[config.mk]
export PLATFORM = sky130hd
export DESIGN_NAME = nprf_ctrl
export DESIGN_NICKNAME = d
export VERILOG_FILES = /design/src/sv/nprf_pkg.sv /design/src/sv/nprf_ctrl.sv
export SDC_FILE = /design/constraint.sdc
export NUM_CORES = 1
export LEC_CHECK = 0
export ABC_AREA = 1
export BUFFER_PORTS_ARGS = -buffer_cell sky130_fd_sc_hd__buf_2
export CORE_UTILIZATION = 25
export CTS_CLUSTER_DIAMETER = 100
export DETAILED_ROUTE_END_ITERATION = 12
export PLACE_DENSITY = 0.46
export SLEW_MARGIN = 20
export SYNTH_ARGS = -nofsm -noshare
export SYNTH_HDL_FRONTEND = slang
export SYNTH_SLANG_ARGS = --single-unit
[constraint.sdc]
create_clock -name clk -period 3.97 [get_ports clk]
set_input_delay 0.9925 -clock clk [delete_from_list [all_inputs] [get_ports clk]]
set_output_delay 0.9925 -clock clk [all_outputs]
set_load 0.1 [all_outputs]
[src/sv/nprf_pkg.sv]
// shared types and constants for the cubic root finder
package nprf_pkg;

    localparam int START_POINTS = 6;
    localparam int IDX_W = 6;
    localparam int KCNT_W = $clog2(START_POINTS + 1);

    localparam logic [2:0] CFG_CUBIC  = 3'd0;
    localparam logic [2:0] CFG_SQUARE = 3'd1;
    localparam logic [2:0] CFG_LINEAR = 3'd2;
    localparam logic [2:0] CFG_CONST  = 3'd3;
    localparam logic [2:0] CFG_TOL    = 3'd4;
    localparam logic [2:0] CFG_MAXIT  = 3'd5;

    // datapath operations
    typedef enum logic [3:0] {
        OP_NONE,
        OP_STEP,
        OP_START,
        OP_NEXTK,
        OP_P_INIT,
        OP_P_MUL,
        OP_DP_INIT,
        OP_DP_MUL,
        OP_DIV_INIT,
        OP_DIV_STEP,
        OP_UPDATE,
        OP_FAIL
    } op_t;

    typedef enum logic [3:0] {
        ST_IDLE,
        ST_STEP,
        ST_START,
        ST_P_INIT,
        ST_P_MUL,
        ST_DP_INIT,
        ST_DP_MUL,
        ST_CHECK,
        ST_DIV,
        ST_UPDATE,
        ST_EMIT,
        ST_WAIT
    } state_t;

    typedef struct packed {
        op_t        op;
        logic [1:0] sub;
    } cmd_t;

    typedef struct packed {
        logic den_zero;
        logic div_done;
        logic converged;
        logic limit_hit;
        logic last_start;
        logic out_busy;
    } status_t;

    function automatic logic signed [31:0] sat32(input logic signed [63:0] v);
        if (v > 64'sd2147483647)
            return 32'sh7fffffff;
        else if (v < -64'sd2147483648)
            return 32'sh80000000;
        else
            return v[31:0];
    endfunction

endpackage

[src/sv/nprf_ctrl.sv]
// sequencer for start points, polynomial evaluation and division
module nprf_ctrl
    import nprf_pkg::*;
(
    input  logic    clk,
    input  logic    rst_n,
    input  logic    in_valid,
    output logic    in_ready,
    input  status_t status,
    output cmd_t    cmd
);

    state_t     state_reg, state_next;
    logic [1:0] sub_reg, sub_next;

    always_ff @(posedge clk or negedge rst_n)
    begin
        if (!rst_n)
        begin
            state_reg <= ST_IDLE;
            sub_reg   <= 2'd0;
        end
        else
        begin
            state_reg <= state_next;
            sub_reg   <= sub_next;
        end
    end

    always_comb
    begin
        state_next = state_reg;
        sub_next   = sub_reg;
        in_ready   = 1'b0;
        cmd.op     = OP_NONE;
        cmd.sub    = sub_reg;
        case (state_reg)
            ST_IDLE:
            begin
                in_ready = 1'b1;
                if (in_valid)
                begin
                    cmd.op     = OP_STEP;
                    state_next = ST_STEP;
                end
            end
            ST_STEP:
            begin
                // step size is ready in the cycle after capture
                cmd.op     = OP_START;
                state_next = ST_START;
            end
            ST_START:
            begin
                if (status.limit_hit)
                    state_next = ST_EMIT;
                else
                    state_next = ST_P_INIT;
            end
            ST_P_INIT:
            begin
                cmd.op     = OP_P_INIT;
                sub_next   = 2'd0;
                state_next = ST_P_MUL;
            end
            ST_P_MUL:
            begin
                cmd.op   = OP_P_MUL;
                sub_next = sub_reg + 2'd1;
                if (sub_reg == 2'd2)
                    state_next = ST_DP_INIT;
            end
            ST_DP_INIT:
            begin
                cmd.op     = OP_DP_INIT;
                sub_next   = 2'd0;
                state_next = ST_DP_MUL;
            end
            ST_DP_MUL:
            begin
                cmd.op   = OP_DP_MUL;
                sub_next = sub_reg + 2'd1;
                if (sub_reg == 2'd1)
                    state_next = ST_CHECK;
            end
            ST_CHECK:
            begin
                if (status.den_zero)
                begin
                    cmd.op     = OP_FAIL;
                    state_next = ST_EMIT;
                end
                else
                begin
                    cmd.op     = OP_DIV_INIT;
                    state_next = ST_DIV;
                end
            end
            ST_DIV:
            begin
                cmd.op = OP_DIV_STEP;
                if (status.div_done)
                    state_next = ST_UPDATE;
            end
            ST_UPDATE:
            begin
                cmd.op = OP_UPDATE;
                if (status.converged || status.limit_hit)
                    state_next = ST_EMIT;
                else
                    state_next = ST_P_INIT;
            end
            ST_EMIT:
            begin
                if (!status.out_busy)
                begin
                    cmd.op = OP_NEXTK;
                    if (status.last_start)
                        state_next = ST_WAIT;
                    else
                        state_next = ST_START;
                end
            end
            ST_WAIT:
            begin
                if (!status.out_busy)
                    state_next = ST_IDLE;
            end
            default:
            begin
                state_next = ST_IDLE;
            end
        endcase
    end

endmodule

Word level (Yosys, flattened, before mapping) --
Cells that the tools add are included.
Storage, ports and cells: register bits 6, output and inout bits 7, logic and storage cells 45
Cells by class: multiplexer cells 17, equal/unequal tests 19, reduce and logical (&&, ||, !) cells 6, $add $sub $neg 1
Operator list (number):
- 4-bit case mux with 12 select lines | 1
- 4-bit case mux with 10 select lines | 1
- 4-bit two-way mux | 9
- 4-bit by 3-bit == test with 1-bit output, second input constant | 4
- 4-bit == test, second input constant | 4
- 2-bit inequality test, second input constant | 6
- 4-bit by 2-bit == test with 1-bit output, second input constant | 2
- 2-bit two-way mux | 3
- 6-bit AND reduction | 1
- 4-bit by 1-bit == test with 1-bit output, second input constant | 1
- 4-bit logical NOT | 1
- 2-bit case mux with 2 select lines | 1
- 2-bit OR reduction | 2
- 2-bit by 1-bit adder with 2-bit output, second input constant | 1
- 2-bit by 1-bit == test with 1-bit output, second input constant | 1
- 2-bit == test, second input constant | 1
- 1-bit two-way mux | 2
- 2-bit nonzero test | 1
- 1-bit logical OR | 1

Depth between registers and ports, before layout --
Gate-level depths: netlist (run 1).
depth after elaboration 3, mapped depth 8, gate-level depth less buffers 8

Worst setup path before layout (run 1) --
OpenSTA, ideal clock, no wires.
path type register to output, start point reg state_reg[0], end point out cmd[2] (netlist name), setup slack 0.732 ns, arrival 2.246 ns, stages on the path, launching flop included 6, cells stage by stage dfrtp_1 nor2_1 nand2_1 inv_1 a21oi_1 nand3_1
RTL lines:
- start, declared | line nprf_ctrl.sv:13 | state_t state_reg, state_next;
- start signal, assigned | line nprf_ctrl.sv:25 | state_reg <= state_next;
- end, declared | line nprf_ctrl.sv:10 | output cmd_t cmd

==> results of run 1 <==
[worst register-to-register path, stage by stage (launching register included)]
cell and delay, ps:
dfrtp_1 440, nor2_1 380, nand3_1 190, nand3_2 120
nor2_2 40, nand2_1 50, nand2_1 70
[cell usage in the layout, fill, tap and decap left out, drive strengths merged]
master	count
ha	2
dfrtp	6
a21oi	1
buf	15
nand2	28
nor2	12
o21ai	4
o21bai	1
nand3b	2
nand3	17
inv	19
o22ai	1
nand4	1
clkbuf	3
[stage by stage]
step	std cells	setup slack, ps	area (sq um)	util (%)	hold slack [ps]
floorplan	95	732	591	-	651
global placement	137	1170	693	31.3	596
detailed placement	137	1160	693	31.3	602
CTS	140	1110	716	32.4	556
global route	140	1000	716	32.4	558
finish	140	1140	716	32.4	563
[metal layers]
layer  routed length (um)  up-vias
met1                  630      275
li1                     -      335
met3                   96        0
met4                    0        0
met5                    0        -
met2                  681       17
[worst min-delay path by stage]
stage	start	to	slack, ps
after detailed placement	sub_reg[1]	sub_reg[1]	600
after floorplan	state_reg[3]	sub_reg[0]	650
after CTS	rst_n	state_reg[2]	560
after global placement	sub_reg[1]	sub_reg[1]	600
final	rst_n	state_reg[0]	560
after global routing	rst_n	state_reg[2]	560
[cell type report]
class	instances	area share, %
Sequential cell	6	21.0
Clock buffer	3	3.15
Inverter	19	9.97
Timing Repair Buffer	15	10.5
Multi-Input combinational cell	69	50.5
Tap cell	28	4.90
[kinds of logic (layout without fill, tap and decap cells)]
kind of cell | count (synthesis) | count (layout) | synth area share (%)
adder cells (fa/ha/maj) | 2 | 2 | 4.24
flip-flops | 6 | 6 | 25.4
AO/OA/AOI/OAI | 7 | 7 | 7.20
AND/OR/NAND/NOR | 60 | 60 | 49.8
buffers and inverters | 20 | 37 | 13.3
==> impl_results.md, run 1 <==
* Vias in the first global route at 617
* CP Capture Type: output port
* Cells after synthesis at 95
* Wire length of the first global-routing pass at 2550 um
* IO Count at 16
* Mapped Nets at 106
* Grt met2 use at a little under a quarter
* Diodes inserted at 0
* Worst R2R Setup Slack at about 2600 ps
* Status: complete, no violations
* Worst Setup EP: cmd[2]
* Dominant cells by area after synthesis: dfrtp_1 25%, nand2_1 17%, nand3_1 14%
* Antenna-violating nets left at 0
* Final wirelength at 1410 um
* Share of layout cells above drive strength 1 at 28.6%
* Crit path buffers/inverters at 1
* Share of the synthesized area in the top cell type at 25.4%
* Critical path arrival at roughly 1800 ps
* Clock Skew at about 0.28 ps
* Die H at between 50 and 60 um
* Clock Latency Late Sink at roughly 240 ps
* Area growth syn-to-layout at 21.2%
* Cts bufs inserted at 3
* WS Path Type: register to output port
* Overflow after GRT at 0
* Number of synthesized flops with an enable pin at 0
* Final period utilization at between 70% and 80%
* Max cap viols at 0
* Reg2reg start: state_reg[0]
* Met3 usage at roughly 2.7%
* Max Fclk at 0.353 GHz
* Input/output buffers at 15
* Worst Setup Start Kind: register
* Max reg flops at 4
* Clock Sinks at 6
* Worst-Margin Slew at 488 ps
* Critical path depth at 6
* Largest net degree at the start of global routing at 9
* Area of the multi-input gates at approximately 360 sq um
* Sequential element share of the synthesized area at between 20% and 30%
* RSZ-0062 raised after global routing: false
* Sum Neg Setup Slack at 0 ps
* Post-synthesis cell type count at 19
* Number of synthesized register bits at 6
* RR Endpoint: state_reg[3]
* Via count at about 630
* R2R cell count at 6
* CTS clk-pin slew, worst paths at 40 ps
* Top-count cell post-synth: nand2_1
* Async S/R FF share, synth at between 90% and 100%
* Primary FF master, synth: dfrtp_1
* Core Rows at 17
* CTS H-tree lvls at 1
* Hold Path Class: primary input to asynchronous set/reset pin
* CP Cell Sequence: nor2_1 -> nand2_1 -> nand2_1 -> a21oi_1 -> nand3_1 -> buf_2
* Synthesized area at roughly 590 sq um
* Residual DRC at 0
* Post_cts resized at 0
* CP Launch Point: state_reg[0]
* Post-synth top area cell: dfrtp_1
* Total GRT Usage at between 10% and 20%
* Max Fanout on Critical Path at 6
* Placed wire-length estimate at approximately 1200 um
* GPL Wtd Cong at between 0.7 and 0.8
* Sequential cell area at 150 sq um
* Die width at 50.6 um
* Final net count at 125
* Crit path required time at just under 3000 ps
* Final slew viol count at 0
* CP max stage delay at roughly 440 ps
* First drt pass iteration count at 4
* Slowest stage cell, crit path: dfrtp_1
* FILL cells at 268
* CTS tree: yes
* Final hold violations at 0
* Hold buffer count at CTS at 0
* Vias per cell at approximately 4.5
* Crit-path most repeated cell: nand2_1
* Mean Syn Cell Area at about 6.2 sq um
* Die ar. at 2560 sq um
* Initial antenna violation count at 0
* Post-CTS setup buffers at 0
* DR iter-0 viols at 10
* GR Util met1 at between 10% and 20%
* Root Driver: clkbuf_4
* Final setup vio count at 0
* Relative slew margins at 67.7%
* Clock period minus worst slack at 2830 ps
* Delay-heaviest family, CP: simple AND/OR/NAND/NOR gates
* Core area at ~2200 sq um
* Clk buf depth at 2
* YS warnings at 0
* DR WL/cell at between 10 and 15 um
* Initial cell density of the core at a little over a quarter
* Gr busiest metal: met2
* Synth cell count leaders: 26 x nand2_1, 16 x nand3_1, 14 x inv_1, 7 x nor2_1, 6 x dfrtp_1
Power of run 1 is not shown: default switching activity piles up to over one toggle a cycle in this logic, so the estimate is an artifact.
==> run 2: changes to the inputs <==
PLACE_DENSITY = 0.48   (was 0.46)
clock period = 2.5 ns   (was 3.97 ns; I/O delays follow)
==> impl_results.md, run 2 (synthesized netlist as in run 1, its figures left out) <==
* Initial antenna violation count at 0 (unchanged)
* Met3 usage at 2.73% (unchanged)
* CTS clk-pin slew, worst paths at 40 ps (about the same)
* Via count at 643 (+2.6%)
* FILL cells at 274 (+2.2%)
* CTS H-tree lvls at 1 (unchanged)
* Gr busiest metal: met2
* Core Rows at 17 (unchanged)
* Grt met2 use at 20.4% (-2.4 points)
* Final period utilization at between 90% and 100%
* GPL Wtd Cong at 0.877 (+19%)
* Die ar. at 2560 sq um (unchanged)
* GR Util met1 at 16.1% (+0.84 points)
* Clk buf depth at 2 (unchanged)
* Critical path arrival at 1700 ps (-140 ps)
* DR iter-0 viols at 7 (-3)
* Status: complete, no violations
* CTS tree: yes
* Hold Path Class: primary input to asynchronous set/reset pin
* RSZ-0062 raised after global routing: false
* CP Launch Point: state_reg[2]
* Worst-Margin Slew at 486 ps (-1.59 ps)
* Reg2reg start: state_reg[3]
* Overflow after GRT at 0 (unchanged)
* Max Fclk at roughly 0.43 GHz
* Largest net degree at the start of global routing at 9 (unchanged)
* Input/output buffers at 15 (unchanged)
* Total GRT Usage at 12.1% (-1.4 points)
* Layout Utilization at 33.4% (+1.1 points)
* Placed instance count at 139 (+1.5%)
* Wire length of the first global-routing pass at 2360 um (-7.3%)
* Final setup vio count at 0 (unchanged)
* Post-CTS setup buffers at 0 (unchanged)
* Final hold violations at 0 (unchanged)
* Max Fanout on Critical Path at 6 (unchanged)
* Hold slack at 204 ps (-359 ps)
* Final slew viol count at 0 (unchanged)
* Worst Setup Start Kind: register
* DR WL/cell at 10.1 um (+0.83%)
* Hold buffer count at CTS at 0 (unchanged)
* R2R cell count at 7 (+1)
* Most frequent cells in the layout: 26 x nand2_1, 15 x nand3_1, 15 x buf_2
* Vias in the first global route at 571 (-7.5%)
* Die H at 50.6 um (unchanged)
* Cts bufs inserted at 3 (unchanged)
* Post_cts resized at 0 (unchanged)
* Diodes inserted at 0 (unchanged)
* Residual DRC at 0 (unchanged)
* Clock Sinks at 6 (unchanged)
* IO Count at 16 (unchanged)
* Clock Latency Late Sink at 230 ps (about the same)
* Vias per cell at 4.53 (+1.1%)
* CP Capture Type: output port
* Core area at 2210 sq um (unchanged)
* Root Driver: clkbuf_4
* Final net count at 127 (+1.6%)
* Final wirelength at 1440 um (+2.3%)
* Relative slew margins at 67.8% (+0.11 points)
* Initial cell density of the core at 26.7% (unchanged)
* Max cap viols at 0 (unchanged)
* Most common cell after layout, fill and taps aside: nand2_1
* Area growth syn-to-layout at 25.2%
* Clock period minus worst slack at about 2300 ps
* Placed wire-length estimate at 1260 um (+3.8%)
* Share of layout cells above drive strength 1 at 31.6% (+3.0 points)
* Die width at 50.6 um (unchanged)
* Clock Skew at 0.377 ps (+0.0975 ps)
* Sum Neg Setup Slack at 0 ps (unchanged)
* First drt pass iteration count at 4 (unchanged)
* Max reg flops at 4 (unchanged)
* Crit path required time at 1880 ps (-1100 ps)
* Antenna-violating nets left at 0 (unchanged)
* WS Path Type: register to output port
* Non-filler instance count after layout at 142 (+1.4%)
[run 2: metrics by stage]
stage	instance area, sq um	setup slack, ps
after floorplan	599	8.75
after global placement	717	414
after detailed placement	717	424
after CTS	739	163
after global routing	739	42.5
final	739	173
[run 2: layer usage]
| metal | vias up | part of all wire [%] |
|---|---|---|
| li1 | 338 | - |
| met1 | 297 | 49 |
| met2 | 8 | 49 |
| met3 | 0 | 1.8 |
| met4 | 0 | 0 |
| met5 | - | 0 |
[run 2: path summary, 6_finish.rpt]
path | end | slack, ps
worst max register to register | state_reg[3] | 1190
max in group asynchronous | state_reg[1] | 2160
min in group clk | sub_reg[1] | 580
worst min-delay path | sub_reg[1] | 200
worst max-delay path | cmd[2] | 170
worst min register to register | sub_reg[1] | 580
[run 2: final cells by class]
type                    instances  area (sq um)  share of cell area [%]
multi-input cells              69           367                    49.6
well taps                      28          35.0                    4.74
clock buffers                   3          22.5                    3.05
flip-flops and latches          6           150                    20.3
inverters                      19          75.1                    10.2
repair buffers                 17          90.1                    12.2
[run 2: worst max-delay path, stage by stage, from the launching register on]
cell,delay [ps]
dfrtp_1,460
inv_2,100
nor2_4,150
nand2_1,130
nand2_1,100
a21oi_1,50
nand3_2,50
buf_2,420
Power of run 2 is left out for the same reason.
==> run 3: changes to the inputs <==
ABC_AREA = 0   (was 1)
PLACE_DENSITY = 0.47   (was 0.48)
==> impl_results.md, run 3 <==
* Crit path buffers/inverters at 1 (-1)
* Clk buf depth at 2 (unchanged)
* Die H at 51.8 um (+2.3%)
* GPL Wtd Cong at 0.793 (-9.5%)
* Placed wire-length estimate at 1210 um (-4.1%)
* Antenna-violating nets left at 0 (unchanged)
* Wire length of the first global-routing pass at 2470 um (+4.7%)
* Clock Sinks at 6 (unchanged)
* Hold buffer count at CTS at 0 (unchanged)
* Synth cell count leaders: 12 x nand2_1, 8 x nor2_1, 6 x dfrtp_1, 6 x o21ai_0, 5 x inv_1
* Largest net degree at the start of global routing at 13 (+4)
* Sum Neg Setup Slack at 0 ps (unchanged)
* Total GRT Usage at 12.6% (+0.49 points)
* Core Rows at 17 (unchanged)
* Core area at 2280 sq um (+2.9%)
* Hold Path Class: primary input to asynchronous set/reset pin
* Crit path required time at 1880 ps (about the same)
* CP Cell Sequence: and2_0 -> xnor2_1 -> nor2_1 -> buf_12
* Placed Area at 757 sq um (+5.6%)
* WS Path Type: register to output port
* Vias in the first global route at 552 (-3.3%)
* Area growth syn-to-layout at 25.9%
* Worst Setup Start Kind: register
* Synthesized area at 619 sq um (+4.9%)
* Critical path arrival at 1710 ps (about the same)
* Clock Latency Late Sink at 240 ps (about the same)
* Worst R2R Setup Slack at 910 ps (-280 ps)
* Relative slew margins at 68.0% (+0.19 points)
* RSZ-0062 raised after global routing: false
* YS warnings at 0 (unchanged)
* Post-CTS setup buffers at 0 (unchanged)
* R2R cell count at 5 (-2)
* Input/output buffers at 15 (unchanged)
* Delay-heaviest family, CP: flip-flops
* Slowest stage cell, crit path: dfrtp_1
* Vias per cell at 5.00 (+10%)
* Worst setup margin at 161 ps (-12.6 ps)
* Clock Skew at 4.77 ps (+4.40 ps)
* Cts bufs inserted at 3 (unchanged)
* Top-count cell post-synth: nand2_1
* Max Fanout on Critical Path at 11 (+5)
* Final slew viol count at 0 (unchanged)
* Max reg flops at 4 (unchanged)
* Diodes inserted at 0 (unchanged)
* Worst-Margin Slew at 483 ps (-2.87 ps)
* Non-filler instance count after layout at 121 (-15%)
* RR Endpoint: state_reg[0]
* Max cap viols at 0 (unchanged)
* Post-route cell area at 779 sq um (+5.4%)
* Async S/R FF share, synth at 100% (unchanged)
* Final net count at 106 (-17%)
* Die width at 51.8 um (+2.3%)
* Clock period minus worst slack at 2340 ps (+12.6 ps)
* Post_cts resized at 0 (unchanged)
* Share of layout cells above drive strength 1 at 31.2% (-0.40 points)
* Post-synth top area cell: dfrtp_1
* Mean Syn Cell Area at 7.84 sq um (+26%)
* Primary FF master, synth: dfrtp_1
* CTS H-tree lvls at 1 (unchanged)
* CP Capture Type: output port
* DR WL/cell at 12.5 um (+23%)
* First drt pass iteration count at 4 (unchanged)
* Initial antenna violation count at 0 (unchanged)
* Cells after synthesis at 79 (-17%)
* Share of the synthesized area in the top cell type at 24.2% (-1.2 points)
* Max Fclk at 0.427 GHz (-0.54%)
* Overflow after GRT at 0 (unchanged)
* CP max stage delay at 590 ps (+130 ps)
* Most frequent cells in the layout: 12 x nand2_1, 12 x buf_2, 8 x nor2_1
* Placed instance count at 118 (-15%)
* Mapped Nets at 90 (-15%)
* Final hold violations at 0 (unchanged)
* Final wirelength at 1510 um (+4.8%)
* Root Driver: clkbuf_4
* Status: complete, no violations
* Die ar. at 2680 sq um (+4.7%)
* Setup WS pre-CTS at 406 ps (-17.7 ps)
* Sequential element share of the synthesized area at 24.2% (-1.2 points)
* Post-synthesis cell type count at 33 (+14)
* CTS clk-pin slew, worst paths at 50 ps (about the same)
* Final period utilization at 93.6% (+0.50 points)
* Dominant cells by area after synthesis: dfrtp_1 24%, nand2_1 7.3%, buf_6 5.5%
* Residual DRC at 0 (unchanged)
* Reg2reg start: state_reg[2]
* Number of synthesized register bits at 6 (unchanged)
* Final setup vio count at 0 (unchanged)
* DR iter-0 viols at 10 (+3)
* IO Count at 16 (unchanged)
* Via count at 605 (-5.9%)
* Initial cell density of the core at 27.2% (+0.52 points)
* Number of synthesized flops with an enable pin at 0 (unchanged)
* CTS tree: yes
-- run 3: cell count changes in the layout (fill, tap and decap cells not counted), sizes merged, moves of 3 or more --
| cell | previous run | this run |
|---|---|---|
| inv | 18 | 5 |
| nor4 | 0 | 3 |
| o21ai | 4 | 7 |
| nor2 | 12 | 8 |
| nand3 | 17 | 0 |
| nand2 | 28 | 12 |
-- run 3: area by class of cell --
type,instances,area [sq um]
Fill cell,244,1500
Multi-Input combinational cell,60,403
Sequential cell,6,150
Timing Repair Buffer,19,150
Tap cell,28,35.0
Clock buffer,3,22.5
Inverter,5,18.8
-- run 3: through the flow --
stage	util [%]	hold WS [ps]
finish	34.2	194
global route	34.2	189
CTS	34.2	194
detailed placement	33.3	461
global placement	33.3	456
floorplan	-	329
-- run 3: worst max-delay path by stage --
stage / from / endpoint / slack (ps) / cells past startpoint
after floorplan: state_reg[2] / in_ready / 130 / 3
after global placement: state_reg[0] / cmd[4] / 400 / 4
after detailed placement: state_reg[0] / cmd[4] / 410 / 4
after CTS: state_reg[0] / cmd[4] / 140 / 4
after global routing: state_reg[0] / cmd[4] / 30 / 4
final: state_reg[0] / cmd[4] / 160 / 4
-- run 3: kinds of logic after synthesis --
group / after synthesis / share of synthesized area [%]
compound gates: 22 / 26.1
xor+xnor: 1 / 1.41
fa+ha+maj: 2 / 4.04
buf+inv: 13 / 14.7
flops: 6 / 24.2
mux: 2 / 3.43
simple gates: 33 / 26.1
-- run 3: per-layer routing --
| metal | GRT usage, % | share of wire, % |
|---|---|---|
| met3 | 2.63 | 2.8 |
| met1 | 17.5 | 50 |
| met2 | 18.6 | 47 |
| met4 | 5.41 | 0 |
| met5 | 0 | 0 |
Power of run 3 is left out for the same reason.
