**src/sv/nprf_pkg.sv**
```systemverilog
// shared types and constants for the cubic root finder
package nprf_pkg;

    localparam int START_POINTS = 6;
    localparam int IDX_W = 6;
    localparam int KCNT_W = $clog2(START_POINTS + 1);

    localparam logic [2:0] CFG_CUBIC  = 3'd0;
    localparam logic [2:0] CFG_SQUARE = 3'd1;
    localparam logic [2:0] CFG_LINEAR = 3'd2;
    localparam logic [2:0] CFG_CONST  = 3'd3;
    localparam logic [2:0] CFG_TOL    = 3'd4;
    localparam logic [2:0] CFG_MAXIT  = 3'd5;

    // datapath operations
    typedef enum logic [3:0] {
        OP_NONE,
        OP_STEP,
        OP_START,
        OP_NEXTK,
        OP_P_INIT,
        OP_P_MUL,
        OP_DP_INIT,
        OP_DP_MUL,
        OP_DIV_INIT,
        OP_DIV_STEP,
        OP_UPDATE,
        OP_FAIL
    } op_t;

    typedef enum logic [3:0] {
        ST_IDLE,
        ST_STEP,
        ST_START,
        ST_P_INIT,
        ST_P_MUL,
        ST_DP_INIT,
        ST_DP_MUL,
        ST_CHECK,
        ST_DIV,
        ST_UPDATE,
        ST_EMIT,
        ST_WAIT
    } state_t;

    typedef struct packed {
        op_t        op;
        logic [1:0] sub;
    } cmd_t;

    typedef struct packed {
        logic den_zero;
        logic div_done;
        logic converged;
        logic limit_hit;
        logic last_start;
        logic out_busy;
    } status_t;

    function automatic logic signed [31:0] sat32(input logic signed [63:0] v);
        if (v > 64'sd2147483647)
            return 32'sh7fffffff;
        else if (v < -64'sd2147483648)
            return 32'sh80000000;
        else
            return v[31:0];
    endfunction

endpackage

```
**src/sv/nprf_dp.sv**
```systemverilog
// datapath: config registers, horner evaluation, serial divider, result register
module nprf_dp
    import nprf_pkg::*;
(
    input  logic                clk,
    input  logic                rst_n,
    input  logic                cfg_we,
    input  logic [2:0]          cfg_index,
    input  logic [30:0]         cfg_data,
    input  logic signed [15:0]  range_low,
    input  logic signed [15:0]  range_high,
    input  cmd_t                cmd,
    output status_t             status,
    output logic                out_valid,
    input  logic                out_ready,
    output logic [IDX_W-1:0]    start_index,
    output logic                found,
    output logic signed [31:0]  root_value,
    output logic [7:0]          iterations_used,
    output logic                last_result
);

    logic signed [15:0] cubic_reg, square_reg, linear_reg, const_reg;
    logic [30:0]        tol_reg;
    logic [7:0]         maxit_reg;

    always_ff @(posedge clk or negedge rst_n)
    begin
        if (!rst_n)
        begin
            cubic_reg  <= 16'sd1;
            square_reg <= 16'sd0;
            linear_reg <= -16'sd4;
            const_reg  <= -16'sd5;
            tol_reg    <= 31'd1;
            maxit_reg  <= 8'd10;
        end
        else if (cfg_we)
        begin
            case (cfg_index)
                CFG_CUBIC:  cubic_reg  <= cfg_data[15:0];
                CFG_SQUARE: square_reg <= cfg_data[15:0];
                CFG_LINEAR: linear_reg <= cfg_data[15:0];
                CFG_CONST:  const_reg  <= cfg_data[15:0];
                CFG_TOL:    tol_reg    <= cfg_data;
                CFG_MAXIT:  maxit_reg  <= cfg_data[7:0];
                default:    ;
            endcase
        end
    end

    // request capture and step size
    logic signed [15:0] lo_reg, hi_reg;
    logic signed [17:0] s_reg;
    logic signed [31:0] x_reg, acc_reg, num_reg, den_reg;
    logic [KCNT_W-1:0]  k_reg;
    logic [7:0]         it_reg;
    logic               found_reg;
    logic signed [31:0] root_reg;

    // floor divide by the start count plus one, via reciprocal multiply and a one-step correction
    logic signed [17:0] diff_w;
    logic signed [17:0] s_w;
    assign diff_w = 18'(hi_reg) - 18'(lo_reg);
    always_comb
    begin
        logic signed [35:0] t;
        t   = diff_w * 18'(((1 << 17) + START_POINTS) / (START_POINTS + 1));
        s_w = 18'(t >>> 17);
        if (diff_w - s_w * 18'(START_POINTS + 1) >= 18'(START_POINTS + 1))
            s_w = s_w + 18'sd1;
        else if (diff_w - s_w * 18'(START_POINTS + 1) < 0)
            s_w = s_w - 18'sd1;
    end

    // start point
    logic signed [63:0] x0_w;
    assign x0_w = (64'(lo_reg) + 64'(k_reg) * 64'(s_reg)) * 64'sd65536;

    // one horner multiply
    logic signed [63:0] prod_w, coef_w, step_w;
    assign prod_w = (64'(acc_reg) * 64'(x_reg)) >>> 16;
    always_comb
    begin
        coef_w = 64'sd0;
        if (cmd.op == OP_P_MUL)
        begin
            case (cmd.sub)
                2'd0:    coef_w = 64'(square_reg) * 64'sd65536;
                2'd1:    coef_w = 64'(linear_reg) * 64'sd65536;
                default: coef_w = 64'(const_reg) * 64'sd65536;
            endcase
        end
        else
        begin
            case (cmd.sub)
                2'd0:    coef_w = 64'(square_reg) * 64'sd131072;
                default: coef_w = 64'(linear_reg) * 64'sd65536;
            endcase
        end
        step_w = 64'(sat32(prod_w)) + coef_w;
    end

    // restoring divider on magnitudes: |num|*2^16 / |den|
    logic [47:0] dvd_reg;
    logic [31:0] dvs_reg;
    logic [31:0] rem_reg;
    logic [5:0]  dcnt_reg;
    logic        qneg_reg;
    logic [32:0] rem_sh, rem_sub;
    assign rem_sh  = {rem_reg, dvd_reg[47]};
    assign rem_sub = rem_sh - {1'b0, dvs_reg};

    logic signed [63:0] q_full, xn_w, dstep;
    logic signed [31:0] xn_sat;
    always_comb
    begin
        q_full = qneg_reg ? -$signed({16'd0, dvd_reg}) : $signed({16'd0, dvd_reg});
        xn_w   = 64'(x_reg) - 64'(sat32(q_full));
        xn_sat = sat32(xn_w);
        dstep  = 64'(xn_sat) - 64'(x_reg);
        if (dstep < 0)
            dstep = -dstep;
    end

    // output register
    logic out_valid_reg;
    logic [IDX_W-1:0] oidx_reg;
    logic ofound_reg, olast_reg;
    logic signed [31:0] oroot_reg;
    logic [7:0] oit_reg;

    always_ff @(posedge clk or negedge rst_n)
    begin
        if (!rst_n)
            out_valid_reg <= 1'b0;
        else if (cmd.op == OP_NEXTK)
            out_valid_reg <= 1'b1;
        else if (out_ready)
            out_valid_reg <= 1'b0;
    end

    always_ff @(posedge clk)
    begin
        if (cmd.op == OP_NEXTK)
        begin
            oidx_reg   <= IDX_W'(k_reg);
            ofound_reg <= found_reg;
            oroot_reg  <= found_reg ? root_reg : 32'sd0;
            oit_reg    <= it_reg;
            olast_reg  <= (k_reg == KCNT_W'(START_POINTS - 1));
        end
        case (cmd.op)
            OP_STEP:
            begin
                lo_reg <= range_low;
                hi_reg <= range_high;
                k_reg  <= '0;
            end
            OP_START:
            begin
                s_reg     <= s_w;
                x_reg     <= sat32(x0_w);
                it_reg    <= 8'd0;
                found_reg <= 1'b0;
            end
            OP_NEXTK:
            begin
                k_reg     <= k_reg + KCNT_W'(1);
                x_reg     <= sat32((64'(lo_reg) + 64'(k_reg + KCNT_W'(1)) * 64'(s_reg))
                                   * 64'sd65536);
                it_reg    <= 8'd0;
                found_reg <= 1'b0;
            end
            OP_P_INIT:
            begin
                acc_reg <= sat32(64'(cubic_reg) * 64'sd65536);
                it_reg  <= it_reg + 8'd1;
            end
            OP_P_MUL:
            begin
                acc_reg <= sat32(step_w);
                if (cmd.sub == 2'd2)
                    num_reg <= sat32(step_w);
            end
            OP_DP_INIT:
            begin
                acc_reg <= sat32(64'(cubic_reg) * 64'sd196608);
            end
            OP_DP_MUL:
            begin
                acc_reg <= sat32(step_w);
                if (cmd.sub == 2'd1)
                    den_reg <= sat32(step_w);
            end
            OP_DIV_INIT:
            begin
                dvd_reg  <= {(num_reg < 0) ? 32'(-64'(num_reg)) : 32'(num_reg), 16'd0};
                dvs_reg  <= (den_reg < 0) ? 32'(-64'(den_reg)) : 32'(den_reg);
                qneg_reg <= (num_reg < 0) ^ (den_reg < 0);
                rem_reg  <= '0;
                dcnt_reg <= '0;
            end
            OP_DIV_STEP:
            begin
                if (dcnt_reg != 6'd48)
                begin
                    dcnt_reg <= dcnt_reg + 6'd1;
                    if (!rem_sub[32])
                    begin
                        rem_reg <= rem_sub[31:0];
                        dvd_reg <= {dvd_reg[46:0], 1'b1};
                    end
                    else
                    begin
                        rem_reg <= rem_sh[31:0];
                        dvd_reg <= {dvd_reg[46:0], 1'b0};
                    end
                end
            end
            OP_UPDATE:
            begin
                x_reg <= xn_sat;
                if (dstep < 64'(tol_reg))
                begin
                    found_reg <= 1'b1;
                    root_reg  <= xn_sat;
                end
            end
            default: ;
        endcase
    end

    assign status.den_zero   = (den_reg == 32'sd0);
    assign status.div_done   = (dcnt_reg == 6'd48);
    assign status.converged  = (dstep < 64'(tol_reg));
    assign status.limit_hit  = (it_reg >= maxit_reg);
    assign status.last_start = (k_reg == KCNT_W'(START_POINTS - 1));
    assign status.out_busy   = out_valid_reg && !out_ready;

    assign out_valid       = out_valid_reg;
    assign start_index     = oidx_reg;
    assign found           = ofound_reg;
    assign root_value      = oroot_reg;
    assign iterations_used = oit_reg;
    assign last_result     = olast_reg;

endmodule

```
**config.mk**
```make
export PLATFORM = sky130hd
export DESIGN_NAME = nprf_dp
export DESIGN_NICKNAME = d
export VERILOG_FILES = /design/src/sv/nprf_pkg.sv /design/src/sv/nprf_dp.sv
export SDC_FILE = /design/constraint.sdc
export NUM_CORES = 2
export LEC_CHECK = 0
export ABC_AREA = 1
export BUFFER_PORTS_ARGS = -buffer_cell sky130_fd_sc_hd__buf_2
export CORE_MARGIN = 4
export CORE_UTILIZATION = 55
export CTS_CLUSTER_DIAMETER = 80
export CTS_CLUSTER_SIZE = 20
export DETAILED_ROUTE_END_ITERATION = 10
export PLACE_DENSITY_LB_ADDON = 0.15
export SLEW_MARGIN = 10
export SYNTH_ARGS = -nofsm -noshare
export SYNTH_HDL_FRONTEND = slang
export SYNTH_SLANG_ARGS = --single-unit
```
**constraint.sdc**
```tcl
create_clock -name clk -period 17.5 [get_ports clk]
set_clock_uncertainty 0.2 [all_clocks]
set_input_delay 0.875 -clock clk [delete_from_list [all_inputs] [get_ports clk]]
set_output_delay 0.875 -clock clk [all_outputs]
set_load 0.02 [all_outputs]
```
# Word-level counts from Yosys, hierarchy flattened
# Index checks and enable logic that the tools add are counted.
# totals
word_cells	166
regBits	490
output_inout_bits	55
# op_classes
n_lt_le_gt_ge	23
n_reduce_logical	25
eq_ne	22
n_mul	7
mux	41
bitwise	1
addsub	19
# op_table
cell	n
2-to-1 mux 32 bit	20
2-to-1 mux 64 bit	4
case mux 32 bit (3 select lines)	2
greater-than comparator 64 x 32 -> 1 bit (second input constant)	2
less-than comparator 64 x 32 -> 1 bit (second input constant)	2
case mux 64 bit (2 select lines)	1
case mux 48 bit (2 select lines)	1
subtractor 32 x 32 -> 33 bit	2
adder 32 x 64 -> 64 bit	1
less-than comparator 32 x 1 -> 1 bit (second input constant)	2
less-than comparator 64 x 31 -> 1 bit	1
multiplier 32 x 32 -> 64 bit	1
negator 32 bit	2
negator 33 -> 64 bit	1
negator 48 -> 64 bit	1
case mux 32 bit (2 select lines)	1
greater-than comparator 48 x 32 -> 1 bit (second input constant)	1
less-than comparator 48 x 32 -> 1 bit (second input constant)	1
2-to-1 mux 48 bit	1
greater-than comparator 40 x 32 -> 1 bit (second input constant)	1
less-than comparator 40 x 32 -> 1 bit (second input constant)	1
greater-than comparator 39 x 32 -> 1 bit (second input constant)	1
less-than comparator 39 x 32 -> 1 bit (second input constant)	1
2-to-1 mux 18 bit	2
other kinds (56)	85

# Longest topological paths before layout
# logic_depth
depth_word	15
depth_mapped	71
mapped_depth_nobuf	67

# Worst setup path after synthesis
# OpenSTA, ideal clock, no wires.
# synth_path
path_type	register -> register
start	register acc_reg[31]
end	register acc_reg[6], data pin
stages_incl_launch_ff	47
synth_period_minus_slack_ns	11.562
path_buffers	3
t_arrival_ns	11.098
t_required_ns	17.036
setup_ns	0.264
path_slack_ns	5.938
path_cell_list	edfxtp_1 clkbuf_1 nand2_1 inv_1 fa_1 inv_1 fa_1 inv_1 fa_1 inv_1 fa_1 inv_1 fa_1 fa_1 inv_1 fa_1 fa_1 inv_1 [... 11 more ...] inv_2 clkbuf_1 o21ai_1 ha_1 inv_1 o21ai_0 nand3_1 nand2_1 a21oi_1 o211ai_1 a21oi_1 fa_1 nand4_1 nand2_1 buf_2 nand2_1 nand2_1 nand2_1
# synth_via
elab_chain_len	9
word_cells_on_any_way	11
cone_classes	add/sub (1); mul (1); order compare (4); mux (5)
# synth_rtl
element	line_no	source
start: declaration	nprf_dp.sv:55	logic signed [31:0] x_reg, acc_reg, num_reg, den_reg;
start signal: assignment	nprf_dp.sv:177	acc_reg <= sat32(64'(cubic_reg) * 64'sd65536);
start signal: assignment	nprf_dp.sv:182	acc_reg <= sat32(step_w);
start signal: assignment	nprf_dp.sv:188	acc_reg <= sat32(64'(cubic_reg) * 64'sd196608);
multiplier 32 x 32 -> 64 bit *	nprf_dp.sv:82	assign prod_w = (64'(acc_reg) * 64'(x_reg)) >>> 16;
less-than comparator 48 x 32 -> 1 bit	nprf_pkg.sv:63	else if (v < -64'sd2147483648)
2-to-1 mux 32 bit	nprf_pkg.sv:63	
2-to-1 mux 32 bit *	nprf_pkg.sv:61	if (v > 64'sd2147483647)
adder 32 x 64 -> 64 bit *	nprf_dp.sv:101	step_w = 64'(sat32(prod_w)) + coef_w;
less-than comparator 64 x 32 -> 1 bit	nprf_pkg.sv:63	
2-to-1 mux 32 bit	nprf_pkg.sv:63	
2-to-1 mux 32 bit *	nprf_pkg.sv:61	
case mux 32 bit (3 select lines) *	nprf_dp.sv:153	case (cmd.op)
# Mark *: on every way between the ends. The rest lies on a longest branch, timed or not.
# A chain may end at the register's enable or synchronous reset.

# Worst setup path in the final report
# layout_path
start	register x_reg[1]
end	register acc_reg[21], data pin
# layout_via
elab_chain_len	9
word_cells_on_any_way	11
cone_classes	add/sub (1); mul (1); order compare (4); mux (5)
# layout_rtl
element	line_no	source
start: declaration	nprf_dp.sv:55	
start signal: assignment	nprf_dp.sv:163	x_reg <= sat32(x0_w);
start signal: assignment	nprf_dp.sv:170	x_reg <= sat32((64'(lo_reg) + 64'(k_reg + KCNT_W'(1)) * 64'(s_reg))
start signal: assignment	nprf_dp.sv:223	x_reg <= xn_sat;
multiplier 32 x 32 -> 64 bit *	nprf_dp.sv:82	
less-than comparator 48 x 32 -> 1 bit	nprf_pkg.sv:63	
2-to-1 mux 32 bit	nprf_pkg.sv:63	
2-to-1 mux 32 bit *	nprf_pkg.sv:61	
adder 32 x 64 -> 64 bit *	nprf_dp.sv:101	
less-than comparator 64 x 32 -> 1 bit	nprf_pkg.sv:63	
2-to-1 mux 32 bit	nprf_pkg.sv:63	
2-to-1 mux 32 bit *	nprf_pkg.sv:61	
case mux 32 bit (3 select lines) *	nprf_dp.sv:153	
# Marked as above.

==> impl_metrics.env <==
export IMPL_grt_remaining_overflow=0
export IMPL_placeableCoreArea_um2=150000
export IMPL_synth_seq_area_share_pct=17.2
export IMPL_worst_setup_ep_type="register"
export IMPL_synth_largest_area_cell="sky130_fd_sc_hd__fa_1"
export IMPL_grt_busiest_layer="met2"
export IMPL_slowest_delay_ns=1.18
export IMPL_post_route_period_util_pct=78.5
export IMPL_viasPerCell=5.34
export IMPL_post_cts_resize_count=0
export IMPL_gpl_final_weighted_congestion=1.00
export IMPL_fmax_mhz=72.8
export IMPL_postCtsSetupRepairBufs=0
export IMPL_grtUsageMet2_pct=54.0
export IMPL_initial_core_util_pct=55.3
export IMPL_yosys_register_bits=489
export IMPL_worstReg2RegStart="x_reg[1]"
export IMPL_crit_arrival_ns=13.83
export IMPL_floorplan_rows=142
export IMPL_route_detailed_drc=0
export IMPL_grt_antenna_before_repair=4
export IMPL_yosysWarningCount=0
export IMPL_tightestPinTransition_ns=1.29
export IMPL_cap_viol_max_count=0
export IMPL_async_reset_ff_share_pct=21.3
export IMPL_wl_per_cell_um=19.8
export IMPL_syn_instance_count=10500
export IMPL_detailroute_via_count=66500
export IMPL_cts_sink_count=489
export IMPL_global_route_wire_length_before_repair_mm=395
export IMPL_outcome="complete, no violations"
export IMPL_final_setup_viol_count=0
export IMPL_tritoncts_num_buffers=39
export IMPL_flip_flop_count_of_the_largest_register_after_layout=48
export IMPL_cts_clk_slew_worst_paths_ns=0.09
export IMPL_globalRouteMet1Util_pct=43.5
export IMPL_yosysUniqueCellTypes=76
export IMPL_final_hold_violation_count=0
export IMPL_cts_hold_buffers_added=0
export IMPL_drt_antenna_violating_nets=0
export IMPL_cts_root_buf="sky130_fd_sc_hd__clkbuf_16"
export IMPL_cts_root_to_sink_buffers=3
export IMPL_edff_count_synth=385
export IMPL_detail_route_iter0_violations=5181
export IMPL_finalNetCount=12400
export IMPL_register_area_um2=14200
export IMPL_slew_headroom_pct=13.1
export IMPL_synth_top_cell_area_share_pct=30.4
export IMPL_h_tree_depth=2
export IMPL_multi_input_comb_area_um2=57100
export IMPL_ys_dominant_reg_cell="sky130_fd_sc_hd__edfxtp_1"
export IMPL_layout_area_overhead_vs_synth_pct=4.86
export IMPL_die_w_um=396
export IMPL_worstHoldPathType="input pin to async pin"
export IMPL_post_dp_hpwl_mm=200
export IMPL_grt_max_degree=84
export IMPL_number_of_inserted_filler_cells_in_the_final_layout=13900
export IMPL_finalMaxSlewViolations=0
export IMPL_via_count_of_the_first_global_routing_pass=69600
export IMPL_worstPathRequired_ns=17.60
export IMPL_setup_tns_final_ns=0
export IMPL_floorplan_die_area_um2=157000
export IMPL_rr_endpoint="acc_reg[21]"
export IMPL_clock_tree_from_tritoncts="done"
export IMPL_synth_area_leaders="sky130_fd_sc_hd__fa_1 30%, sky130_fd_sc_hd__edfxtp_1 14%, sky130_fd_sc_hd__inv_1 12%, sky130_fd_sc_hd__nand2_1 11%, sky130_fd_sc_hd__ha_1 9.6%"
export IMPL_critical_path_slowest_cell="sky130_fd_sc_hd__fa_1"
export IMPL_post_synth_top_count_cell="sky130_fd_sc_hd__inv_1"
export IMPL_grt_util_met3_pct=3.79
export IMPL_worst_setup_path_type="register to register"
export IMPL_die_height_um=396
export IMPL_rsz0062_at_grt="no"
export IMPL_detail_route_wirelength_mm=247
export IMPL_rr_worst_depth=42
export IMPL_r2r_setup_slack_ns=3.77
export IMPL_worstPathMaxFanout=31
export IMPL_globalRouteTotalUtil_pct=32.1
export IMPL_ys_top_cells_by_count="2676 x sky130_fd_sc_hd__inv_1, 2438 x sky130_fd_sc_hd__nand2_1, 1258 x sky130_fd_sc_hd__fa_1"
export IMPL_place_port_buffers=127
export IMPL_post_route_min_period_ns=13.73
export IMPL_crit_path_start_kind="register"
export IMPL_post_route_cells_drive_above_1_share_pct=4.42
export IMPL_boundaryPins=131
export IMPL_synth_cell_area_um2=82800
export IMPL_clk_insertion_delay_late_ns=0.65
export IMPL_synthesis_area_per_instance_um2=7.91
export IMPL_first_drt_pass_iteration_count=6
-- cell families (layout without fill, tap and decap cells) --
family                     after synthesis  count (layout)  synth area share (%)
AOI/OAI and AO/OA                     1042            1042                  7.03
xor gates and xnor gates               392             392                  4.19
adders and majority gates             1895            1895                  40.1
buffers and inverters                 3030            2992                  13.9
DFF                                    489             489                  17.2
other                                    1               7               0.00453
and+or+nand+nor                       3612            3612                  17.7
-- stage by stage --
| stage | area [um^2] | instances | hold slack [ns] | util (%) | worst slack [ns] |
|---|---|---|---|---|---|
| after floorplan | 82800 | 10500 | 0.246 | - | 5.94 |
| after global placement | 85400 | 12400 | 0.258 | 57.1 | 3.97 |
| after detailed placement | 85400 | 12400 | 0.266 | 57.1 | 3.78 |
| after CTS | 86800 | 12400 | 0.00296 | 58.0 | 3.74 |
| after global routing | 86800 | 12400 | 0.0305 | 58.0 | 2.56 |
| final | 86800 | 12400 | 0.0102 | 58.0 | 3.77 |
-- how the worst max path moves through the flow --
stage / from / end / slack (ns) / cells past startpoint
3_5_place_dp: acc_reg[31] / acc_reg[23] / 3.78 / 42
5_1_grt: acc_reg[31] / acc_reg[21] / 2.56 / 43
2_1_floorplan: acc_reg[31] / acc_reg[6] / 5.94 / 46
3_3_place_gp: x_reg[1] / acc_reg[21] / 3.97 / 42
6_report: x_reg[1] / acc_reg[21] / 3.77 / 42
4_1_cts: acc_reg[31] / acc_reg[28] / 3.74 / 42
-- worst max-delay path, delay by kind of cell, from the launching register on --
family / cells / cell delay [ns]
xor gates and xnor gates: 1 / 0.41
buffers and inverters: 10 / 1.93
DFF: 1 / 0.47
and+or+nand+nor: 10 / 1.69
adders and majority gates: 11 / 6.51
AOI/OAI and AO/OA: 10 / 2.06
-- cells in the final DEF (no fill, tap or decap), types with 7 or more instances in the layout --
master                      count
sky130_fd_sc_hd__a21o_1        29
sky130_fd_sc_hd__dfstp_2       33
sky130_fd_sc_hd__a21oi_1      409
sky130_fd_sc_hd__inv_2         13
sky130_fd_sc_hd__nor3b_1        8
sky130_fd_sc_hd__nand2_2       29
sky130_fd_sc_hd__nand3b_1      18
sky130_fd_sc_hd__ha_1         637
sky130_fd_sc_hd__a31oi_1       15
sky130_fd_sc_hd__clkbuf_1      10
sky130_fd_sc_hd__nor4_1        17
sky130_fd_sc_hd__buf_2        126
sky130_fd_sc_hd__clkbuf_16     40
sky130_fd_sc_hd__o21ai_0      377
sky130_fd_sc_hd__nand2_1     2436
sky130_fd_sc_hd__nand4_1       68
sky130_fd_sc_hd__dfrtp_1       71
sky130_fd_sc_hd__fa_1        1258
sky130_fd_sc_hd__nor2_1       626
sky130_fd_sc_hd__nand3_1      223
sky130_fd_sc_hd__buf_4        103
sky130_fd_sc_hd__a21boi_0       7
sky130_fd_sc_hd__o21ai_2        9
sky130_fd_sc_hd__o21a_1        19
sky130_fd_sc_hd__nor2_2         9
sky130_fd_sc_hd__o21bai_1      27
sky130_fd_sc_hd__nor3_1       103
sky130_fd_sc_hd__xnor2_1      144
sky130_fd_sc_hd__edfxtp_1     385
sky130_fd_sc_hd__o21ai_1       47
sky130_fd_sc_hd__a211oi_1      20
sky130_fd_sc_hd__xor2_1       245
sky130_fd_sc_hd__or2_2         39
sky130_fd_sc_hd__o211ai_1      20
sky130_fd_sc_hd__inv_1       2675
sky130_fd_sc_hd__o221ai_1      14
-- layout make-up --
class	instances	share of cell area [%]
Antenna cell	4	0.0115
Clock buffer	50	1.20
Clock inverter	20	0.407
Inverter	2693	11.6
Multi-Input combinational cell	6944	65.8
Sequential cell	489	16.4
Tap cell	2016	2.91
Timing Repair Buffer	229	1.62
-- routing by layer --
| layer | vias up | part of all wire (%) |
|---|---|---|
| met4 | 0 | 4.1 |
| li1 | 31100 | - |
| met3 | 439 | 6.1 |
| met5 | - | 0 |
| met1 | 32700 | 42 |
| met2 | 2200 | 47 |
Power is not shown: default switching activity piles up to over one toggle a cycle in this logic, so the estimate is an artifact.
